File: config.mk
export PLATFORM = sky130hd
export DESIGN_NAME = oneshot_periodic_timer_table
export DESIGN_NICKNAME = d
export VERILOG_FILES = /design/src/hw/rtl/optt_pkg.sv /design/src/hw/rtl/oneshot_periodic_timer_table.sv /design/src/hw/rtl/optt_front.sv /design/src/hw/rtl/optt_back.sv /design/src/hw/rtl/optt_resq.sv
export SDC_FILE = /design/constraint.sdc
export NUM_CORES = 2
export LEC_CHECK = 0
export CAP_MARGIN = 20
export CORE_MARGIN = 3
export CORE_UTILIZATION = 40
export DETAILED_ROUTE_END_ITERATION = 8
export DONT_BUFFER_PORTS = 1
export SLEW_MARGIN = 10
export SYNTH_ARGS = -nofsm -noshare
export SYNTH_HDL_FRONTEND = slang
export SYNTH_SLANG_ARGS = --single-unit
File: constraint.sdc
create_clock -name clk -period 8.4 [get_ports clk]
set_clock_uncertainty 0.1 [all_clocks]
set_input_delay 0.84 -clock clk [delete_from_list [all_inputs] [get_ports clk]]
set_output_delay 0.84 -clock clk [all_outputs]
set_load 0.01 [all_outputs]
File: src/hw/rtl/optt_pkg.sv
// ----------------------------------------------------------------------------
// optt_pkg
// Shared types and codes for the one-shot / periodic timer table.
// ----------------------------------------------------------------------------
package optt_pkg;

  localparam int TIME_MAX_BITS = 64;

  localparam logic [1:0] CMD_ADD    = 2'd0;
  localparam logic [1:0] CMD_CANCEL = 2'd1;
  localparam logic [1:0] CMD_TICK   = 2'd2;
  localparam logic [1:0] CMD_QUERY  = 2'd3;

  localparam logic [2:0] KIND_ALLOC = 3'd0;
  localparam logic [2:0] KIND_FULL  = 3'd1;
  localparam logic [2:0] KIND_FIRED = 3'd2;
  localparam logic [2:0] KIND_WAIT  = 3'd3;
  localparam logic [2:0] KIND_DONE  = 3'd4;

  typedef struct packed {
    logic [1:0]  cmd;
    logic [47:0] now_time;
    logic [31:0] delay_time;
    logic [31:0] period_time;
    logic [7:0]  slot_id;
  } in_item_t;

  typedef struct packed {
    logic [2:0]  kind;
    logic [3:0]  timer_index;
    logic [47:0] wait_time;
    logic        no_timer;
    logic [4:0]  fired_count;
    logic        last;
  } out_item_t;

  typedef struct packed {
    logic [1:0]               op;
    logic [TIME_MAX_BITS-1:0] now;
    logic [TIME_MAX_BITS-1:0] due;
    logic [31:0]              period;
    logic [7:0]               sid;
  } cmd_rec_t;

  typedef struct packed {
    logic     valid;
    cmd_rec_t rec;
  } cmd_chan_t;

endpackage

File: src/hw/rtl/oneshot_periodic_timer_table.sv
// Add and cancel are handled in the idle state of the table sequencer; an add
// writes its result beat into the result queue as its command is popped.
// Tick and query walk the allocated slots in the scan state, one slot per
// cycle while the result queue has room, through the registered read port of the timer memories.
// Synchronous reset clears live bits, allocation count and both queues;
// timer memories are not cleared and hold nothing until a slot is added.
// ----------------------------------------------------------------------------
// oneshot_periodic_timer_table
// Table of one-shot and periodic millisecond timers with add, cancel,
// tick and query commands over queue-style command and result ports.
// ----------------------------------------------------------------------------
module oneshot_periodic_timer_table
  import optt_pkg::*;
#(
  parameter int TIMERS    = 16,
  parameter int TIME_BITS = 48
) (
  input  logic      clk,
  input  logic      rst,
  input  logic      push,
  output logic      full,
  input  in_item_t  item,
  output logic      empty,
  input  logic      pop,
  output out_item_t result
);

  cmd_chan_t cq;
  logic      cmd_pop;
  logic      res_room;
  logic      res_push;
  out_item_t res_item;

  optt_front #(
    .TIME_BITS(TIME_BITS)
  ) u_front (
    .clk    (clk),
    .rst    (rst),
    .push   (push),
    .full   (full),
    .item   (item),
    .cmd_pop(cmd_pop),
    .cq     (cq)
  );

  optt_back #(
    .TIMERS   (TIMERS),
    .TIME_BITS(TIME_BITS)
  ) u_back (
    .clk     (clk),
    .rst     (rst),
    .cq      (cq),
    .cmd_pop (cmd_pop),
    .res_room(res_room),
    .res_push(res_push),
    .res_item(res_item)
  );

  optt_resq u_resq (
    .clk     (clk),
    .rst     (rst),
    .res_push(res_push),
    .res_item(res_item),
    .res_room(res_room),
    .empty   (empty),
    .pop     (pop),
    .result  (result)
  );

endmodule

File: src/hw/rtl/optt_front.sv
// ----------------------------------------------------------------------------
// optt_front
// Accepts commands, precomputes the saturated due time of an add and
// holds decoded commands in a two-entry queue for the back end.
// ----------------------------------------------------------------------------
module optt_front
  import optt_pkg::*;
#(
  parameter int TIME_BITS = 48
) (
  input  logic      clk,
  input  logic      rst,
  input  logic      push,
  output logic      full,
  input  in_item_t  item,
  input  logic      cmd_pop,
  output cmd_chan_t cq
);

  localparam int TW = TIME_BITS;

  logic [TW-1:0] now_t;
  logic [TW:0]   due_sum;
  logic [TW-1:0] due_t;
  cmd_rec_t      rec;

  cmd_rec_t   q [2];
  logic       wp;
  logic       rp;
  logic [1:0] cnt;
  logic       wr;
  logic       rd;

  // saturating now + delay
  assign now_t   = TW'(item.now_time);
  assign due_sum = {1'b0, now_t} + (TW + 1)'(item.delay_time);
  assign due_t   = due_sum[TW] ? {TW{1'b1}} : due_sum[TW-1:0];

  always_comb begin
    rec        = '0;
    rec.op     = item.cmd;
    rec.now    = TIME_MAX_BITS'(now_t);
    rec.due    = TIME_MAX_BITS'(due_t);
    rec.period = item.period_time;
    rec.sid    = item.slot_id;
  end

  assign full = (cnt == 2'd2);
  assign wr   = push && !full;
  assign rd   = cmd_pop && (cnt != 2'd0);

  assign cq.valid = (cnt != 2'd0);
  assign cq.rec   = q[rp];

  always_ff @(posedge clk) begin
    if (rst) begin
      wp  <= 1'b0;
      rp  <= 1'b0;
      cnt <= 2'd0;
    end else begin
      if (wr) begin
        wp <= ~wp;
      end
      if (rd) begin
        rp <= ~rp;
      end
      cnt <= cnt + {1'b0, wr} - {1'b0, rd};
    end
  end

  always_ff @(posedge clk) begin
    if (wr) begin
      q[wp] <= rec;
    end
  end

endmodule

File: src/hw/rtl/optt_back.sv
// ----------------------------------------------------------------------------
// optt_back
// Timer table and scan sequencer: allocates and cancels slots, walks the
// allocated slots one per cycle while the result queue has room for tick and query, and emits results.
// ----------------------------------------------------------------------------
module optt_back
  import optt_pkg::*;
#(
  parameter int TIMERS    = 16,
  parameter int TIME_BITS = 48
) (
  input  logic      clk,
  input  logic      rst,
  input  cmd_chan_t cq,
  output logic      cmd_pop,
  input  logic      res_room,
  output logic      res_push,
  output out_item_t res_item
);

  localparam int AW = $clog2(TIMERS);
  localparam int CW = $clog2(TIMERS + 1);
  localparam int TW = TIME_BITS;
  localparam int SW = (CW > 8) ? CW : 8;

  localparam logic [1:0] ST_IDLE = 2'd0;
  localparam logic [1:0] ST_SCAN = 2'd1;
  localparam logic [1:0] ST_DONE = 2'd2;

  logic [TW-1:0] due_mem [TIMERS];
  logic [31:0]   per_mem [TIMERS];
  logic [TW-1:0] due_rd;
  logic [31:0]   per_rd;

  logic [TIMERS-1:0] live;
  logic [CW-1:0]     used;
  logic [1:0]        state;
  logic              scan_query;
  logic [TW-1:0]     now_r;
  logic [CW-1:0]     ip;
  logic              ev_v;
  logic [AW-1:0]     ev_i;
  logic [CW-1:0]     fired;
  logic              found;
  logic [TW-1:0]     best;

  logic          is_full;
  logic          sid_ok;
  logic          idle_go;
  logic          adv;
  logic          issue;
  logic          scan_end;
  logic          fire;
  logic [TW:0]   sum_due;
  logic [TW:0]   sum_now;
  logic [TW-1:0] sat_due;
  logic [TW-1:0] sat_now;
  logic [TW-1:0] new_due;
  logic [TW-1:0] wait_v;
  logic          due_we;
  logic [AW-1:0] due_waddr;
  logic [TW-1:0] due_wdata;
  logic          per_we;

  assign is_full  = (used == CW'(TIMERS));
  assign sid_ok   = (SW'(cq.rec.sid) < SW'(used));
  assign idle_go  = (state == ST_IDLE) && cq.valid && res_room;
  assign cmd_pop  = idle_go;
  assign adv      = (state == ST_SCAN) && res_room;
  assign issue    = adv && (ip < used);
  assign scan_end = adv && !ev_v && !(ip < used);

  // next due time of a periodic slot, both candidates in parallel
  assign sum_due = {1'b0, due_rd} + (TW + 1)'(per_rd);
  assign sum_now = {1'b0, now_r} + (TW + 1)'(per_rd);
  assign sat_due = sum_due[TW] ? {TW{1'b1}} : sum_due[TW-1:0];
  assign sat_now = sum_now[TW] ? {TW{1'b1}} : sum_now[TW-1:0];
  assign new_due = (sat_due <= now_r) ? sat_now : sat_due;

  assign fire   = ev_v && !scan_query && live[ev_i] && !(due_rd > now_r);
  assign wait_v = (found && (best > now_r)) ? (best - now_r) : '0;

  assign due_we    = (idle_go && (cq.rec.op == CMD_ADD) && !is_full) ||
                     (adv && fire && (per_rd != 32'd0));
  assign due_waddr = (state == ST_IDLE) ? used[AW-1:0] : ev_i;
  assign due_wdata = (state == ST_IDLE) ? cq.rec.due[TW-1:0] : new_due;
  assign per_we    = idle_go && (cq.rec.op == CMD_ADD) && !is_full;

  always_comb begin
    res_push = 1'b0;
    res_item = '0;
    case (state)
      ST_IDLE: begin
        if (idle_go && (cq.rec.op == CMD_ADD)) begin
          res_push             = 1'b1;
          res_item.kind        = is_full ? KIND_FULL : KIND_ALLOC;
          res_item.timer_index = is_full ? 4'd0 : 4'(used);
          res_item.last        = 1'b1;
        end
      end
      ST_SCAN: begin
        if (adv && fire) begin
          res_push             = 1'b1;
          res_item.kind        = KIND_FIRED;
          res_item.timer_index = 4'(ev_i);
        end
      end
      ST_DONE: begin
        if (res_room) begin
          res_push      = 1'b1;
          res_item.last = 1'b1;
          if (scan_query) begin
            res_item.kind      = KIND_WAIT;
            res_item.wait_time = 48'(wait_v);
            res_item.no_timer  = !found;
          end else begin
            res_item.kind        = KIND_DONE;
            res_item.fired_count = 5'(fired);
          end
        end
      end
      default: begin
        res_push = 1'b0;
      end
    endcase
  end

  always_ff @(posedge clk) begin
    if (rst) begin
      state <= ST_IDLE;
      live  <= '0;
      used  <= '0;
      ev_v  <= 1'b0;
    end else begin
      case (state)
        ST_IDLE: begin
          if (idle_go) begin
            case (cq.rec.op)
              CMD_ADD: begin
                if (!is_full) begin
                  live[used[AW-1:0]] <= 1'b1;
                  used               <= used + 1'b1;
                end
              end
              CMD_CANCEL: begin
                if (sid_ok) begin
                  live[cq.rec.sid[AW-1:0]] <= 1'b0;
                end
              end
              default: begin
                state      <= ST_SCAN;
                scan_query <= (cq.rec.op == CMD_QUERY);
                now_r      <= cq.rec.now[TW-1:0];
                ip         <= '0;
                fired      <= '0;
                found      <= 1'b0;
                ev_v       <= 1'b0;
              end
            endcase
          end
        end
        ST_SCAN: begin
          if (adv) begin
            ev_v <= issue;
            if (issue) begin
              ip   <= ip + 1'b1;
              ev_i <= ip[AW-1:0];
            end
            if (fire) begin
              fired <= fired + 1'b1;
              if (per_rd == 32'd0) begin
                live[ev_i] <= 1'b0;
              end
            end
            if (ev_v && scan_query && live[ev_i] && (!found || (due_rd < best))) begin
              best  <= due_rd;
              found <= 1'b1;
            end
            if (scan_end) begin
              state <= ST_DONE;
            end
          end
        end
        ST_DONE: begin
          if (res_room) begin
            state <= ST_IDLE;
          end
        end
        default: begin
          state <= ST_IDLE;
        end
      endcase
    end
  end

  // timer memories: one write port, one registered read port each
  always_ff @(posedge clk) begin
    if (due_we) begin
      due_mem[due_waddr] <= due_wdata;
    end
    if (per_we) begin
      per_mem[used[AW-1:0]] <= cq.rec.period;
    end
    if (issue) begin
      due_rd <= due_mem[ip[AW-1:0]];
      per_rd <= per_mem[ip[AW-1:0]];
    end
  end

`ifndef NO_ASSERTIONS
  a_used_bound: assert property (@(posedge clk) disable iff (rst)
    used <= CW'(TIMERS))
    else $error("allocation count beyond table size");

  a_eval_allocated: assert property (@(posedge clk) disable iff (rst)
    ev_v |-> (CW'(ev_i) < used))
    else $error("evaluating an unallocated slot");

  a_idle_no_eval: assert property (@(posedge clk) disable iff (rst)
    (state == ST_IDLE) |-> !ev_v)
    else $error("scan stage busy while idle");

  a_push_room: assert property (@(posedge clk) disable iff (rst)
    res_push |-> res_room)
    else $error("result pushed into a full queue");

  a_fired_bound: assert property (@(posedge clk) disable iff (rst)
    (state != ST_IDLE) |-> (fired <= used))
    else $error("fired count beyond allocated slots");
`endif

endmodule

File: src/hw/rtl/optt_resq.sv
// ----------------------------------------------------------------------------
// optt_resq
// Two-entry result queue between the scan sequencer and the consumer.
// ----------------------------------------------------------------------------
module optt_resq
  import optt_pkg::*;
(
  input  logic      clk,
  input  logic      rst,
  input  logic      res_push,
  input  out_item_t res_item,
  output logic      res_room,
  output logic      empty,
  input  logic      pop,
  output out_item_t result
);

  out_item_t  q [2];
  logic       wp;
  logic       rp;
  logic [1:0] cnt;
  logic       wr;
  logic       rd;

  assign res_room = (cnt != 2'd2);
  assign empty    = (cnt == 2'd0);
  assign wr       = res_push && res_room;
  assign rd       = pop && !empty;
  assign result   = q[rp];

  always_ff @(posedge clk) begin
    if (rst) begin
      wp  <= 1'b0;
      rp  <= 1'b0;
      cnt <= 2'd0;
    end else begin
      if (wr) begin
        wp <= ~wp;
      end
      if (rd) begin
        rp <= ~rp;
      end
      cnt <= cnt + {1'b0, wr} - {1'b0, rd};
    end
  end

  always_ff @(posedge clk) begin
    if (wr) begin
      q[wp] <= res_item;
    end
  end

endmodule
# Yosys cells after proc, flatten, opt, wreduce, memory -nomap -nowiden
# Memories as Yosys holds them, arrays and structs flattened. A register that Yosys moved wholly into a read port is not among the register bits.
# Index checks and enable logic that the tools add are counted.
[op_classes]
add_sub_neg = 11
mul = 0
div = 0
n_lt_le_gt_ge = 12
n_eq_ne = 19
shift = 0
mux = 73
n_bitwise = 12
reduce_logical = 52
[op_table]
columns = ["op", "count"]
rows = [
  ["$mux W48", 6],
  ["$add A48 B32 Y49", 3],
  ["$gt A48 B48 Y1", 2],
  ["$mux W16", 6],
  ["$pmux W16 S2", 2],
  ["$mux W55", 1],
  ["$mux W54", 1],
  ["$mux W49", 1],
  ["$le A48 B48 Y1", 1],
  ["$lt A48 B48 Y1", 1],
  ["$sub A48 B48 Y48", 1],
  ["$mux W5", 7],
  ["$and A16 B16 Y16", 2],
  ["$logic_not A32 Y1", 1],
  ["$not A16 Y16", 2],
  ["$reduce_bool A32 Y1", 1],
  ["$mux W1", 25],
  ["$logic_and A1 B1 Y1", 24],
  ["$pmux W5 S2", 2],
  ["$reduce_and A4 Y1", 5],
  ["$reduce_and A6 Y1", 3],
  ["$or A16 B16 Y16", 1],
  ["$add A5 B1 Y5 const B", 3],
  ["$lt A4 B5 Y1 const B", 3],
  ["other kinds (32)", 75],
]
[totals]
ff_bits = 144
latch_bits = 0
ramBits = 1680
romBits = 0
input_bits = 126
out_inout_bits = 64
wordCells = 200
n_memories = 4
[mem_list]
columns = ["memory", "words", "word_bits", "rd", "rd_ports_with_merged_regs", "write_ports", "line", "text"]
rows = [
  ["u_back.due_mem", 16, 48, 1, 1, 1, "optt_back.sv:30", "logic [TW-1:0] due_mem [TIMERS];"],
  ["u_back.per_mem", 16, 32, 1, 1, 1, "optt_back.sv:31", "logic [31:0] per_mem [TIMERS];"],
  ["u_front.q", 2, 138, 1, 1, 1, "optt_front.sv:27", "cmd_rec_t q [2];"],
  ["u_resq.q", 2, 62, 1, 1, 1, "optt_resq.sv:18", "out_item_t q [2];"],
]

# Logic depth before layout (Yosys ltp)
[logic_depth]
ltp_word = 10
mapped_depth = 26

# Hierarchy
# A second synthesis with hierarchy kept.
[hier_totals]
cells_unflattened = 5108
hier_area_um2 = 85783.5
[by_module_without_submodules]
columns = ["module", "n_inst", "cells_each", "area_each_um2", "seq_area_each_um2"]
rows = [
  ["optt_back", 1, 4054, 68054.0, 44682.9],
  ["optt_front", 1, 836, 12714.7, 8388.0],
  ["optt_resq", 1, 218, 5014.8, 3823.7],
]

# Worst setup path after synthesis
# No wires, ideal clock.
[synth_timing]
path_type = "input -> register"
start = "in push"
end = "mem u_front.q[0][0] in the netlist's numbering (enable)"
setup_time_ns = 0.637
t_arrival_ns = 6.658
setup_slack_ns = 1.005
stages = 2
cell_sequence = "nand2_1 nor2_1"
[synth_via]
elab_chain_len = 3
[synth_rtl]
columns = ["element", "line", "text"]
rows = [
  ["start, declared", "oneshot_periodic_timer_table.sv:20", "input logic push,"],
  ["$logic_and A1 B1 Y1", "optt_front.sv:49", "assign wr = push && !full;"],
  ["$mux W1", "optt_front.sv:72", "if (wr) begin"],
  ["$mux W1 (implied by the code)", "optt_front.sv:73", "q[wp] <= rec;"],
  ["end, declared", "optt_front.sv:27", ""],
]
# No other way between the ends.

# Final worst setup path
[layout_timing]
start = "reg u_back.per_rd[0] (read register of u_back.per_mem)"
end = "mem u_back.due_mem[4][47] in the netlist's numbering, data pin"
[layout_via]
elab_chain_len = 5
word_cells_on_any_way = 7
cone_classes = "add/sub (2); order compare (1); mux (4)"
[layout_rtl]
columns = ["element", "line", "text"]
rows = [
  ["start, declared", "optt_back.sv:33", "logic [31:0] per_rd;"],
  ["$add A48 B32 Y49", "optt_back.sv:74", "assign sum_due = {1'b0, due_rd} + (TW + 1)'(per_rd);"],
  ["$mux W48", "optt_back.sv:76", "assign sat_due = sum_due[TW] ? {TW{1'b1}} : sum_due[TW-1:0];"],
  ["$le A48 B48 Y1", "optt_back.sv:78", "assign new_due = (sat_due <= now_r) ? sat_now : sat_due;"],
  ["$mux W48 *", "optt_back.sv:78", ""],
  ["$mux W48 *", "optt_back.sv:86", "assign due_wdata = (state == ST_IDLE) ? cq.rec.due[TW-1:0] : new_due;"],
  ["net u_back.due_wdata[47]", "optt_back.sv:62", "logic [TW-1:0] due_wdata;"],
  ["end, declared", "optt_back.sv:30", ""],
]
# The timed path passes the listed nets; every way through them passes the cells marked *.

==> reports/qor.csv <==
stage,metric,value,unit
grt,vias in the first global route,46100,
die,die extent in x,464,um
setup_path,crit path max-delay cell type,a221oi_1,
grt,initial antenna violation count,18,
drt,DR pass1 iterations,7,
synth,post-synth top area cell,edfxtp_1,
synth,mapped cell area,83900,um2
outcome,outcome,"finished, final reports clean",
power_and_ir_drop,clock power share,0.301,
synth,syn_nets,5322,
synth,top area cells in the synthesized netlist,"edfxtp_1 (67%), mux4_2 (11%), ha_1 (4.6%), mux2_2 (2.1%), a21o_1 (1.3%)",
drt,Detailed Route Iter0 Violations,4605,
synth,compound-cell area share of the yosys netlist,0.0612,
sta,Setup Viol. Count Final,0,
power_and_ir_drop,Power Total,0.0276,W
clock_network,clk slew on worst S/H paths,60,ps
drt,final wirelength,232000,um
drt,vias post-DR,46300,
grt,largest net degree at the start of global routing,109,
synth,simple-gate share of the synthesized area,0.0451,
synth,"flops & latches, synth",1906,
setup_path,worst r2r src,u_back.per_rd[0],
setup_path,R2R Path End,u_back.due_mem[4][47],
setup_path,Critical Path Start Type,flip-flop,
synth,most common cell in the netlist,edfxtp_1,
die,row cnt,167,
die,overall die area,215000,um2
drt,Routed Antenna Nets,0,
sta,Least-Margin Pin Slew,1160,ps
power_and_ir_drop,peak supply drop,0.222,mV
clock_network,postcts setup bufs,0,
synth,Cell variety after synth,91,
flow_run,max-cap violations,0,
sta,Slew HR,0.219,
grt,GRT Residual Overflow,0,
hold_path,Worst Hold Launch,item[106],
drt,post-DR wirelength/cell,28.7,um
synth,Post-Synth Adder-Cell Area,0.0465,
die,initial core utilization,0.404,
clock_network,clock sinks,1906,
setup_path,CP endpoint,u_back.due_mem[4][47],
setup_path,"most used cell, CP",buf_4,
die,number of I/O pins,190,
power_and_ir_drop,Comb pwr share,0.247,
synth,Syn Area/Cell,17.2,um2
synth,Post-synth EDFFs,1872,
setup_path,Critical Path Fanout Max,32,
grt,GR Util All Layers,0.213,
sta,post-layout min period,7330,ps
placement,Placer Congestion,0.947,
synth,share of the synthesized area in the top cell type,0.670,
clock_network,H-tree levels,4,
power_and_ir_drop,Internal Power,0.0192,W
setup_path,CP startpoint,u_back.per_rd[0],
cells_and_area,fin nets,5554,
synth,synth warn,0,
power_and_ir_drop,Power Density,291,nW/um2
synth,"Top FF cell, synth",edfxtp_1,
setup_path,Critical Path AT,7890,ps
power_and_ir_drop,Flop pwr share,0.451,
drt,via/cell ratio,5.73,
drt,drt drc,0,
placement,Final HPWL DP,151000,um
setup_path,"critical path, cell by cell","ha_1, fa_1, a211o_1, a211oi_2, o32a_1, o21ai_2, a31oi_2, o31ai_4, nand3_2, buf_4, nand2_1, ha_1, a21o_1, a21oi_1, o221ai_1, a21oi_1, a22oi_1, a21oi_2, nor2_1, and2_1, buf_4, a221oi_1, buf_4",
cells_and_area,synth-to-layout area growth,13.3,%
clock_network,Longest Clk Path Bufs,3,
clock_network,CTS tree,built,
cells_and_area,final instance area,95000,um2
die,area of the core,208000,um2
power_and_ir_drop,sw frac,0.305,
sta,final count of hold timing violations,0,
sta,setup_tns,0,ps
synth,Mapped Cells,4887,
synth,Post-synth top cells,"edfxtp_1 (1872), mux4_2 (405), ha_1 (305)",
synth,"Seq/Total Area, Yosys",0.678,
die,die span in y,464,um
sta,count of pins over their slew limit,0,
synth,mux cell area share after synthesis,0.135,
synth,largest family of logic cells by synthesized area,multiplexers,
clock_network,clock latency on the worst-skew pair,870,ps
grt,first-pass GRT wire length,334000,um
setup_path,Worst Setup Path Type,reg -> reg,
setup_path,r2r setup slk,1070,ps
setup_path,R2R depth,23,
setup_path,Worst setup EP type,flip-flop,
setup_path,CP required,8960,ps
clock_network,CTS Root Buffer Type,clkbuf_16,
power_and_ir_drop,net switching power,0.00843,W
setup_path,CP peak stage delay,610,ps
synth,Synth Area in XOR/XNOR,0.0180,
sta,period utilization,0.873,
power_and_ir_drop,static leakage,31.9,nW
placement,post-place instance area,87900,um2
sta,setup slack after layout,1070,ps
clock_network,TritonCTS buffer count,190,
cells_and_area,layout cell share with drive strength beyond 1,0.199,
sta,top achievable clock speed,136,MHz
sta,unrepaired setup endpoints after global routing,false,
synth,fraction of registers with async set/reset,0,
hold_path,Hold Path Class,in -> reg,
placement,# port buffers,0,
placement,pre-CTS WS,825,ps
==> placed cells by master (no fill, tap or decap), drive strengths merged, types with 45 or more instances in the layout <==
| master | count |
|---|---|
| nand2 | 221 |
| mux2 | 159 |
| xnor2 | 103 |
| nor2 | 206 |
| edfxtp | 1872 |
| xor2 | 69 |
| nand3 | 58 |
| o21ai | 143 |
| buf | 127 |
| ha | 305 |
| inv | 171 |
| clkbuf | 223 |
| nand4 | 59 |
| nor3 | 45 |
| a21oi | 194 |
| a21o | 140 |
| mux4 | 405 |
| dlygate4sd3 | 90 |
| clkinv | 102 |
==> power by group through the flow <==
stage                     Combinational, W  Sequential [W]  Clock, W
after floorplan                    0.00428          0.0126         0
after global placement             0.00672          0.0126         0
after detailed placement           0.00679          0.0127         0
after CTS                          0.00687          0.0125   0.00851
after global routing               0.00737          0.0125   0.00890
final                              0.00683          0.0125   0.00832
==> metrics by stage <==
| stage | utilization | cells | hold slack (ps) |
|---|---|---|---|
| floorplan | - | 4887 | 355 |
| global placement | 0.423 | 7621 | 373 |
| detailed placement | 0.423 | 7622 | 380 |
| CTS | 0.457 | 8066 | 40.7 |
| global route | 0.457 | 8074 | 72.3 |
| finish | 0.457 | 8077 | 116 |
==> state kept, by name (all words and copies together) (netlist names), named ones only <==
signal	flops
u_front.rp	1
u_back.live	16
u_back.ev_v	1
u_resq.rp	1
u_back.found	1
u_back.scan_query	1
u_back.state	2
u_back.ip	5
u_front.cnt	2
u_back.per_mem	512
u_front.wp	1
u_resq.q	124
u_back.used	5
u_back.ev_i	4
u_front.q	276
u_back.fired	5
u_resq.wp	1
u_back.best	48
u_back.due_mem	768
u_back.per_rd	32
u_back.due_rd	48
u_resq.cnt	2
u_back.now_r	48
==> cell families (layout without fill, tap and decap cells) <==
family          after synthesis  count (layout)
compound gates              772             772
xor+xnor                    172             172
fa+ha+maj                   309             309
buf+inv                     339             732
flops                      1906            1906
mux                         602             602
other cells                   0               9
simple gates                787             787
==> routing by layer <==
| layer | track usage | vias up | routed length [um] |
|---|---|---|---|
| met2 | 0.342 | 1595 | 111000 |
| met1 | 0.298 | 24200 | 99900 |
| met5 | 0 | - | 23 |
| met4 | 0.0625 | 4 | 6780 |
| li1 | - | 20200 | - |
| met3 | 0.0375 | 301 | 14300 |
==> critical path, delay by kind of cell (launching register included) <==
kind / cells / cell delay (ps)
flip-flops: 1 / 420
buffers and inverters: 3 / 970
AO/OA/AOI/OAI: 13 / 3690
AND/OR/NAND/NOR: 4 / 880
adder cells (fa/ha/maj): 3 / 1030
==> worst min-delay path by stage <==
stage | end | depth (start not counted)
finish | u_front.q[1][74] | 1
global route | u_front.q[0][74] | 1
CTS | u_front.q[1][74] | 1
detailed placement | u_back.ev_v | 2
global placement | u_back.live[11] | 2
floorplan | u_back.ev_i[0] | 0
==> layout make-up <==
type                            instances  area (um2)
Multi-Input combinational cell       2642       25800
Inverter                              162         611
Clock inverter                        130        1250
Fill cell                           17800      113000
Clock buffer                          223        4880
Tap cell                             2788        3490
Sequential cell                      1906       56900
Timing Repair Buffer                  217        2020
Antenna cell                            9        22.5
==> repair_timing <==
item                                   4_1_cts  5_1_grt
gates resized for setup                      0        0
endpoints found under the hold margin      211        0
hold buffers                                91        0
setup endpoints to repair                    0        0
Note: power is estimated with default switching activity, not from simulation.
